`src/rtl/icu_pkg.sv`:
```
// Shared types and codes for the integer calculator unit.
package icu_pkg;

    localparam int OP_W     = 3;
    localparam int FIELD_W  = 32;
    localparam int STATUS_W = 2;

    typedef enum logic [OP_W-1:0] {
        OP_ADD     = 3'd0,
        OP_SUB     = 3'd1,
        OP_MUL     = 3'd2,
        OP_DIV     = 3'd3,
        OP_REM     = 3'd4,
        OP_POW     = 3'd5,
        OP_FACT    = 3'd6,
        OP_INVALID = 3'd7
    } op_t;

    typedef enum logic [STATUS_W-1:0] {
        ST_OK      = 2'd0,
        ST_DIV0    = 2'd1,
        ST_NEGFACT = 2'd2,
        ST_INVALID = 2'd3
    } status_t;

    typedef enum logic [3:0] {
        S_IDLE,
        S_EXEC,
        S_MUL_WAIT,
        S_DIV_RUN,
        S_POW_STEP,
        S_POW_ACC,
        S_POW_SQR,
        S_FACT_STEP,
        S_FACT_ACC,
        S_FINISH
    } state_t;

endpackage

```
`src/rtl/icu_mul.sv`:
```
// Shared multiplier with registered low-half product.
module icu_mul #(
    parameter int DATA_WIDTH = 32
) (
    input  logic                  clk,
    input  logic [DATA_WIDTH-1:0] a,
    input  logic [DATA_WIDTH-1:0] b,
    output logic [DATA_WIDTH-1:0] p
);

    logic [DATA_WIDTH-1:0] prod;
    logic [DATA_WIDTH-1:0] p_reg;

    assign prod = a * b;

    always_ff @(posedge clk)
    begin
        p_reg <= prod;
    end

    assign p = p_reg;

endmodule

```
`src/rtl/icu_div.sv`:
```
// Restoring unsigned divider, one quotient bit per cycle.
module icu_div #(
    parameter int DATA_WIDTH = 32
) (
    input  logic                  clk,
    input  logic                  rst_n,
    input  logic                  start,
    input  logic [DATA_WIDTH-1:0] dividend,
    input  logic [DATA_WIDTH-1:0] divisor,
    output logic                  done,
    output logic [DATA_WIDTH-1:0] quotient,
    output logic [DATA_WIDTH-1:0] remainder
);

    localparam int CW = $clog2(DATA_WIDTH + 1);

    logic                  active_reg, active_next;
    logic                  done_reg, done_next;
    logic [CW-1:0]         cnt_reg, cnt_next;
    logic [DATA_WIDTH-1:0] r_reg, r_next;
    logic [DATA_WIDTH-1:0] q_reg, q_next;
    logic [DATA_WIDTH-1:0] d_reg, d_next;
    logic [DATA_WIDTH:0]   shifted;
    logic [DATA_WIDTH:0]   diff;

    assign shifted = {r_reg, q_reg[DATA_WIDTH-1]};
    assign diff    = shifted - {1'b0, d_reg};

    always_comb
    begin
        active_next = active_reg;
        done_next   = 1'b0;
        cnt_next    = cnt_reg;
        r_next      = r_reg;
        q_next      = q_reg;
        d_next      = d_reg;
        if (start)
        begin
            active_next = 1'b1;
            cnt_next    = CW'(DATA_WIDTH);
            r_next      = '0;
            q_next      = dividend;
            d_next      = divisor;
        end
        else if (active_reg)
        begin
            if (!diff[DATA_WIDTH])
            begin
                r_next = diff[DATA_WIDTH-1:0];
                q_next = {q_reg[DATA_WIDTH-2:0], 1'b1};
            end
            else
            begin
                r_next = shifted[DATA_WIDTH-1:0];
                q_next = {q_reg[DATA_WIDTH-2:0], 1'b0};
            end
            cnt_next = cnt_reg - 1'b1;
            if (cnt_reg == CW'(1))
            begin
                active_next = 1'b0;
                done_next   = 1'b1;
            end
        end
    end

    always_ff @(posedge clk or negedge rst_n)
    begin
        if (!rst_n)
        begin
            active_reg <= 1'b0;
            done_reg   <= 1'b0;
            cnt_reg    <= '0;
        end
        else
        begin
            active_reg <= active_next;
            done_reg   <= done_next;
            cnt_reg    <= cnt_next;
        end
    end

    always_ff @(posedge clk)
    begin
        r_reg <= r_next;
        q_reg <= q_next;
        d_reg <= d_next;
    end

    assign done      = done_reg;
    assign quotient  = q_reg;
    assign remainder = r_reg;

endmodule

```
`src/rtl/integer_calculator_unit.sv`:
```
// Top level of the integer calculator unit: sequencer around a shared multiplier and divider.
//
// Input channel s_axis: one transaction carries an op code and two signed operands.
// Output channel m_axis: one transaction per input carries the result and a status.
// Status: ok, divide by zero, negative factorial, invalid op; result is zero on error.
// One operation runs at a time; s_axis_tready is high only while the sequencer is idle.
// Per op: add, sub, the error cases, power with exponent <= 0 and factorial of
//   2*DATA_WIDTH or more are settled in S_EXEC; mul waits for the registered product;
//   div and rem run the divider; power takes each exponent bit up to its highest set
//   bit, multiplying the accumulator by the base on a set bit and squaring the base;
//   factorial of n multiplies the accumulator by n down to 2.
// The next transaction is taken only after the sequencer has finished the last one.
// Power and factorial are bound by the single registered multiplier,
// div and rem by the one-bit-per-cycle restoring divider.
// The result sits in an output register; a new input is taken while it waits.
// If the receiver stalls, the next finished result waits in the sequencer until
// the output register frees.
// Reset (rst_n, async, active low) returns the sequencer to idle and drops m_axis_tvalid.
module integer_calculator_unit
    import icu_pkg::*;
#(
    parameter int DATA_WIDTH = 32
) (
    input  logic        clk,
    input  logic        rst_n,
    input  logic        s_axis_tvalid,
    output logic        s_axis_tready,
    input  logic [71:0] s_axis_tdata,  // op[2:0], operand_a[34:3], operand_b[66:35], zero
    output logic        m_axis_tvalid,
    input  logic        m_axis_tready,
    output logic [39:0] m_axis_tdata   // result[31:0], status[33:32], zero
);

    localparam int KW         = $clog2(2 * DATA_WIDTH);
    localparam int FACT_LIMIT = 2 * DATA_WIDTH;

    state_t                state_reg, state_next;
    op_t                   op_reg, op_next;
    logic [DATA_WIDTH-1:0] x_reg, x_next;
    logic [DATA_WIDTH-1:0] y_reg, y_next;
    logic [DATA_WIDTH-1:0] acc_reg, acc_next;
    logic [KW-1:0]         k_reg, k_next;
    logic [DATA_WIDTH-1:0] res_reg, res_next;
    status_t               st_reg, st_next;
    logic [FIELD_W-1:0]    out_res_reg, out_res_next;
    status_t               out_st_reg, out_st_next;
    logic                  out_valid_reg, out_valid_next;

    logic signed [FIELD_W-1:0] in_a;
    logic signed [FIELD_W-1:0] in_b;
    logic [DATA_WIDTH-1:0]     mag_x;
    logic [DATA_WIDTH-1:0]     mag_y;
    logic [DATA_WIDTH-1:0]     mul_a;
    logic [DATA_WIDTH-1:0]     mul_b;
    logic [DATA_WIDTH-1:0]     mul_p;
    logic                      div_start;
    logic                      div_done;
    logic [DATA_WIDTH-1:0]     div_quo;
    logic [DATA_WIDTH-1:0]     div_rem;

    assign in_a  = s_axis_tdata[34:3];
    assign in_b  = s_axis_tdata[66:35];
    assign mag_x = x_reg[DATA_WIDTH-1] ? ('0 - x_reg) : x_reg;
    assign mag_y = y_reg[DATA_WIDTH-1] ? ('0 - y_reg) : y_reg;

    icu_mul #(
        .DATA_WIDTH(DATA_WIDTH)
    ) u_mul (
        .clk (clk),
        .a   (mul_a),
        .b   (mul_b),
        .p   (mul_p)
    );

    icu_div #(
        .DATA_WIDTH(DATA_WIDTH)
    ) u_div (
        .clk       (clk),
        .rst_n     (rst_n),
        .start     (div_start),
        .dividend  (mag_x),
        .divisor   (mag_y),
        .done      (div_done),
        .quotient  (div_quo),
        .remainder (div_rem)
    );

    always_comb
    begin
        state_next     = state_reg;
        op_next        = op_reg;
        x_next         = x_reg;
        y_next         = y_reg;
        acc_next       = acc_reg;
        k_next         = k_reg;
        res_next       = res_reg;
        st_next        = st_reg;
        out_res_next   = out_res_reg;
        out_st_next    = out_st_reg;
        out_valid_next = out_valid_reg;
        mul_a          = x_reg;
        mul_b          = y_reg;
        div_start      = 1'b0;
        s_axis_tready  = 1'b0;

        if (out_valid_reg && m_axis_tready)
        begin
            out_valid_next = 1'b0;
        end

        case (state_reg)
            S_IDLE:
            begin
                s_axis_tready = 1'b1;
                if (s_axis_tvalid)
                begin
                    op_next    = op_t'(s_axis_tdata[OP_W-1:0]);
                    x_next     = DATA_WIDTH'(in_a);
                    y_next     = DATA_WIDTH'(in_b);
                    state_next = S_EXEC;
                end
            end
            S_EXEC:
            begin
                st_next    = ST_OK;
                state_next = S_FINISH;
                case (op_reg)
                    OP_ADD:
                    begin
                        res_next = x_reg + y_reg;
                    end
                    OP_SUB:
                    begin
                        res_next = x_reg - y_reg;
                    end
                    OP_MUL:
                    begin
                        state_next = S_MUL_WAIT;
                    end
                    OP_DIV, OP_REM:
                    begin
                        if (y_reg == '0)
                        begin
                            res_next = '0;
                            st_next  = ST_DIV0;
                        end
                        else
                        begin
                            div_start  = 1'b1;
                            state_next = S_DIV_RUN;
                        end
                    end
                    OP_POW:
                    begin
                        if ((y_reg == '0) || y_reg[DATA_WIDTH-1])
                        begin
                            res_next = DATA_WIDTH'(1);
                        end
                        else
                        begin
                            acc_next   = DATA_WIDTH'(1);
                            state_next = S_POW_STEP;
                        end
                    end
                    OP_FACT:
                    begin
                        if (x_reg[DATA_WIDTH-1])
                        begin
                            res_next = '0;
                            st_next  = ST_NEGFACT;
                        end
                        else if (x_reg >= DATA_WIDTH'(FACT_LIMIT))
                        begin
                            res_next = '0;
                        end
                        else
                        begin
                            acc_next   = DATA_WIDTH'(1);
                            k_next     = x_reg[KW-1:0];
                            state_next = S_FACT_STEP;
                        end
                    end
                    default:
                    begin
                        res_next = '0;
                        st_next  = ST_INVALID;
                    end
                endcase
            end
            S_MUL_WAIT:
            begin
                res_next   = mul_p;
                state_next = S_FINISH;
            end
            S_DIV_RUN:
            begin
                if (div_done)
                begin
                    if (op_reg == OP_DIV)
                    begin
                        res_next = (x_reg[DATA_WIDTH-1] ^ y_reg[DATA_WIDTH-1]) ?
                                   ('0 - div_quo) : div_quo;
                    end
                    else
                    begin
                        res_next = x_reg[DATA_WIDTH-1] ? ('0 - div_rem) : div_rem;
                    end
                    state_next = S_FINISH;
                end
            end
            S_POW_STEP:
            begin
                if (y_reg == '0)
                begin
                    res_next   = acc_reg;
                    state_next = S_FINISH;
                end
                else if (y_reg[0])
                begin
                    mul_a      = acc_reg;
                    mul_b      = x_reg;
                    state_next = S_POW_ACC;
                end
                else
                begin
                    mul_a      = x_reg;
                    mul_b      = x_reg;
                    state_next = S_POW_SQR;
                end
            end
            S_POW_ACC:
            begin
                acc_next   = mul_p;
                mul_a      = x_reg;
                mul_b      = x_reg;
                state_next = S_POW_SQR;
            end
            S_POW_SQR:
            begin
                x_next     = mul_p;
                y_next     = y_reg >> 1;
                state_next = S_POW_STEP;
            end
            S_FACT_STEP:
            begin
                if (k_reg <= KW'(1))
                begin
                    res_next   = acc_reg;
                    state_next = S_FINISH;
                end
                else
                begin
                    mul_a      = acc_reg;
                    mul_b      = DATA_WIDTH'(k_reg);
                    state_next = S_FACT_ACC;
                end
            end
            S_FACT_ACC:
            begin
                acc_next   = mul_p;
                k_next     = k_reg - 1'b1;
                state_next = S_FACT_STEP;
            end
            S_FINISH:
            begin
                if (!out_valid_reg || m_axis_tready)
                begin
                    out_res_next   = FIELD_W'(res_reg);
                    out_st_next    = st_reg;
                    out_valid_next = 1'b1;
                    state_next     = S_IDLE;
                end
            end
            default:
            begin
                state_next = S_IDLE;
            end
        endcase
    end

    always_ff @(posedge clk or negedge rst_n)
    begin
        if (!rst_n)
        begin
            state_reg     <= S_IDLE;
            out_valid_reg <= 1'b0;
        end
        else
        begin
            state_reg     <= state_next;
            out_valid_reg <= out_valid_next;
        end
    end

    always_ff @(posedge clk)
    begin
        op_reg      <= op_next;
        x_reg       <= x_next;
        y_reg       <= y_next;
        acc_reg     <= acc_next;
        k_reg       <= k_next;
        res_reg     <= res_next;
        st_reg      <= st_next;
        out_res_reg <= out_res_next;
        out_st_reg  <= out_st_next;
    end

    assign m_axis_tvalid = out_valid_reg;
    assign m_axis_tdata  = {6'b0, out_st_reg, out_res_reg};

endmodule

```
`config.mk`:
```
export PLATFORM = sky130hd
export DESIGN_NAME = integer_calculator_unit
export DESIGN_NICKNAME = d
export VERILOG_FILES = /design/src/rtl/icu_pkg.sv /design/src/rtl/icu_mul.sv /design/src/rtl/icu_div.sv /design/src/rtl/integer_calculator_unit.sv
export SDC_FILE = /design/constraint.sdc
export NUM_CORES = 2
export LEC_CHECK = 0
export BUFFER_PORTS_ARGS = -buffer_cell sky130_fd_sc_hd__clkbuf_2
export CORE_ASPECT_RATIO = 1.2
export CORE_MARGIN = 3
export CORE_UTILIZATION = 35
export DETAILED_ROUTE_END_ITERATION = 6
export PLACE_DENSITY = 0.54
export SETUP_SLACK_MARGIN = 0.3
export SLEW_MARGIN = 20
export SYNTH_ARGS = -nofsm -noshare
export SYNTH_HDL_FRONTEND = slang
export SYNTH_HIERARCHICAL = 1
export SYNTH_SLANG_ARGS = --single-unit
```
`constraint.sdc`:
```
create_clock -name clk -period 9.93 [get_ports clk]
set_clock_uncertainty 0.1 [all_clocks]
set_input_delay 1.4895 -clock clk [delete_from_list [all_inputs] [get_ports clk]]
set_output_delay 1.4895 -clock clk [all_outputs]
set_load 0.03 [all_outputs]
```
==> results.cfg <==
[timing]
drv_slew = 0
period_minus_slack_ns = 9.289
fin_ws_ns = 0.6413
slew_headroom_pct = 28.53
clock.fmax_ghz = 0.1077
timing.final.crit_share_pct = 93.54
rsz0062_at_grt = false
worst_pin_slew_ns = 1.062
hold_viol = 0
finalSetupViolCount = 0
final.setup.tns_ns = 0

[cts]
clockBufferDepth = 3
htree_num_levels = 1
clock_latency_ns = 0.62
cts_tree = done
numCtsBuffers = 30
clkTransAtPathRegs_ns = 0.07
cts.root.buffer_cell = clkbuf_16
cts.sinks = 314

[place]
gp_congestion = 0.9277
post-place-ws_ns = 0.2770
portBuffers = 106
place_hpwl_mm = 96.41

[worst_setup_path]
crit_required_ns = 10.36
crit_fanout = 21
r2r-end = u_mul/p[30]$_DFF_P_
start_kind = flip-flop
reg2reg_depth = 34
worstSetupPathType = reg -> reg
worstPathArrival_ns = 9.72
endpoint_kind = flip-flop
startpoint = y_reg[14]$_DFFE_PP_
critPathCapture = u_mul/p[30]$_DFF_P_
critPathSlowestCell = fa_1
cpPeakStageDelay_ns = 0.56
path_common_cell = fa_1
r2r-start = y_reg[14]$_DFFE_PP_
reg2reg_setup_slack_ns = 0.64

[global_route]
top_usage_layer = met2
antenna_found_initial = 9
grt_pass1_vias = 29260
grt_start_max_net_pins = 65
grt.met1_usage_pct = 27.70
globalRoute.totalOverflow = 0
grt_usage_pct = 21.51
grt_first_pass_wirelength_mm = 179.4
groute.layer.met3.usage_pct = 1.321
grt_util_met2_pct = 38.00

[cells_and_area]
regArea_sq_mm = 0.008723
multiInputGateArea_sq_mm = 0.02549
final_nets = 4690
utilization_pct = 40.25
area_delta_synth_final_pct = 13.79
fillers = 10300
drive_gt1_share_pct = 15.94

[drt]
via_per_inst = 5.189
postRouteWirelength_mm = 117.8
via_count = 28080
ant_nets = 0
drt_iter0_markers = 1875
avgRoutedWirePerCell_um = 21.76
drc = 0
dr.pass1.iters = 7

[synth]
seq_area_frac_synth_pct = 23.84
synthFlopType = edfxtp_1
synth-async-reset-ratio_pct = 4.140
synthCells = 3818
syn_area_sq_mm = 0.03659
yosys_warnings = 6
ys_ff_latch = 314
synth.distinct_cells = 107
synth-edff-count = 237
syn_area_per_cell_sq_um = 9.584

[run]
drv_cap = 0

[min_path]
hp-class = reg -> reg
hold_start = res_reg[22]$_DFFE_PP_

[floorplanning]
die_x_um = 301.2
rows = 129
die-area_sq_mm = 0.1085
pin_count = 118
initial_utilization_pct = 35.37
coreArea_sq_mm = 0.1035
die_h_um = 360.2

[outcome]
status = finished clean
-- logic make-up after synthesis --
group / synth area share, %
buffers and inverters: 7.331
AO/OA/AOI/OAI: 11.38
multiplexers: 4.349
other: 0.01025
adder cells (fa/ha/maj): 29.10
flip-flops: 23.84
XOR/XNOR: 6.829
AND/OR/NAND/NOR: 17.17
-- cells in the mapped netlist, drive strengths merged, types with 39 or more instances --
cell | n | area share (%)
inv | 483 | 5.0
fa | 410 | 22
and2 | 406 | 6.9
nand2 | 340 | 3.5
edfxtp | 237 | 19
ha | 195 | 6.7
xnor2 | 178 | 4.3
clkbuf | 175 | 1.8
nor2 | 148 | 1.5
a21oi | 129 | 1.8
mux2 | 128 | 3.9
o21ai | 118 | 1.7
xor2 | 103 | 2.5
dfxtp | 64 | 3.5
o31ai | 50 | 1.1
nor3 | 46 | 0.63
nand2b | 39 | 0.67
-- per-layer routing --
layer  wire length, um  part of all wire [%]  vias to the layer above
met5                 0                     0                        -
met3              4461                   3.8                      153
met4              4820                   4.1                        0
met1             49850                    42                    14150
li1                  -                     -                    13110
met2             58630                    50                      668
-- through the flow --
stage	area, sq um	hold WS [ns]	std cells
finish	41640	0.3149	5411
global route	41630	0.3082	5408
CTS	41270	0.3084	5397
detailed placement	40260	0.3045	5340
global placement	40260	0.3010	5340
floorplan	36610	0.3003	3823
-- critical path: cells and delay by family, from the launching register on --
kind	cells	cell delay [ns]
adders and majority gates	9	3.85
DFF	1	0.40
buffers and inverters	9	0.99
xor gates and xnor gates	1	0.16
and+or+nand+nor	6	1.98
AOI/OAI and AO/OA	9	1.70
-- placed cells by master, fill, tap and decap left out, types with 18 or more instances in the layout --
cell	n
and3_1	20
edfxtp_1	237
ha_1	193
or3_1	33
dfxtp_1	64
or4_1	22
inv_1	480
a22o_1	18
a21o_1	33
a311oi_1	19
buf_12	30
clkbuf_2	106
a21oi_1	124
o21ai_0	105
mux2_2	117
fa_1	408
nand2_1	340
nand3_1	36
nor3_1	43
xnor2_1	177
o31ai_1	48
nand2b_1	39
buf_4	220
clkbuf_16	31
xor2_1	102
o211ai_1	19
and2_1	402
nor2_1	142
-- how the worst min path moves through the flow --
stage | to | slack (ns) | depth (start not counted)
2_1_floorplan | out_res_reg[0]$_DFFE_PP_ | 0.30 | 0
3_3_place_gp | out_res_reg[20]$_DFFE_PP_ | 0.30 | 0
3_5_place_dp | out_res_reg[27]$_DFFE_PP_ | 0.30 | 0
4_1_cts | out_res_reg[22]$_DFFE_PP_ | 0.31 | 0
5_1_grt | out_res_reg[22]$_DFFE_PP_ | 0.31 | 0
6_report | out_res_reg[22]$_DFFE_PP_ | 0.31 | 0
-- area by class of cell --
class,instances,area share [%]
Sequential cell,314,20.95
Timing Repair Buffer,364,6.932
Inverter,484,4.363
Multi-Input combinational cell,2815,61.23
Clock buffer,36,1.905
Tap cell,1375,4.132
Antenna cell,3,0.01803
Clock inverter,20,0.4718
-- timing repair --
item	4_1_cts	5_1_grt
gates resized for setup	3	61
hold buffers	0	0
gates cloned	0	1
pin swaps	0	35
endpoints found under the setup margin	3	7
setup buffers	1	10
Power is not shown: default switching activity piles up to over one toggle a cycle in this logic, so the estimate is an artifact.
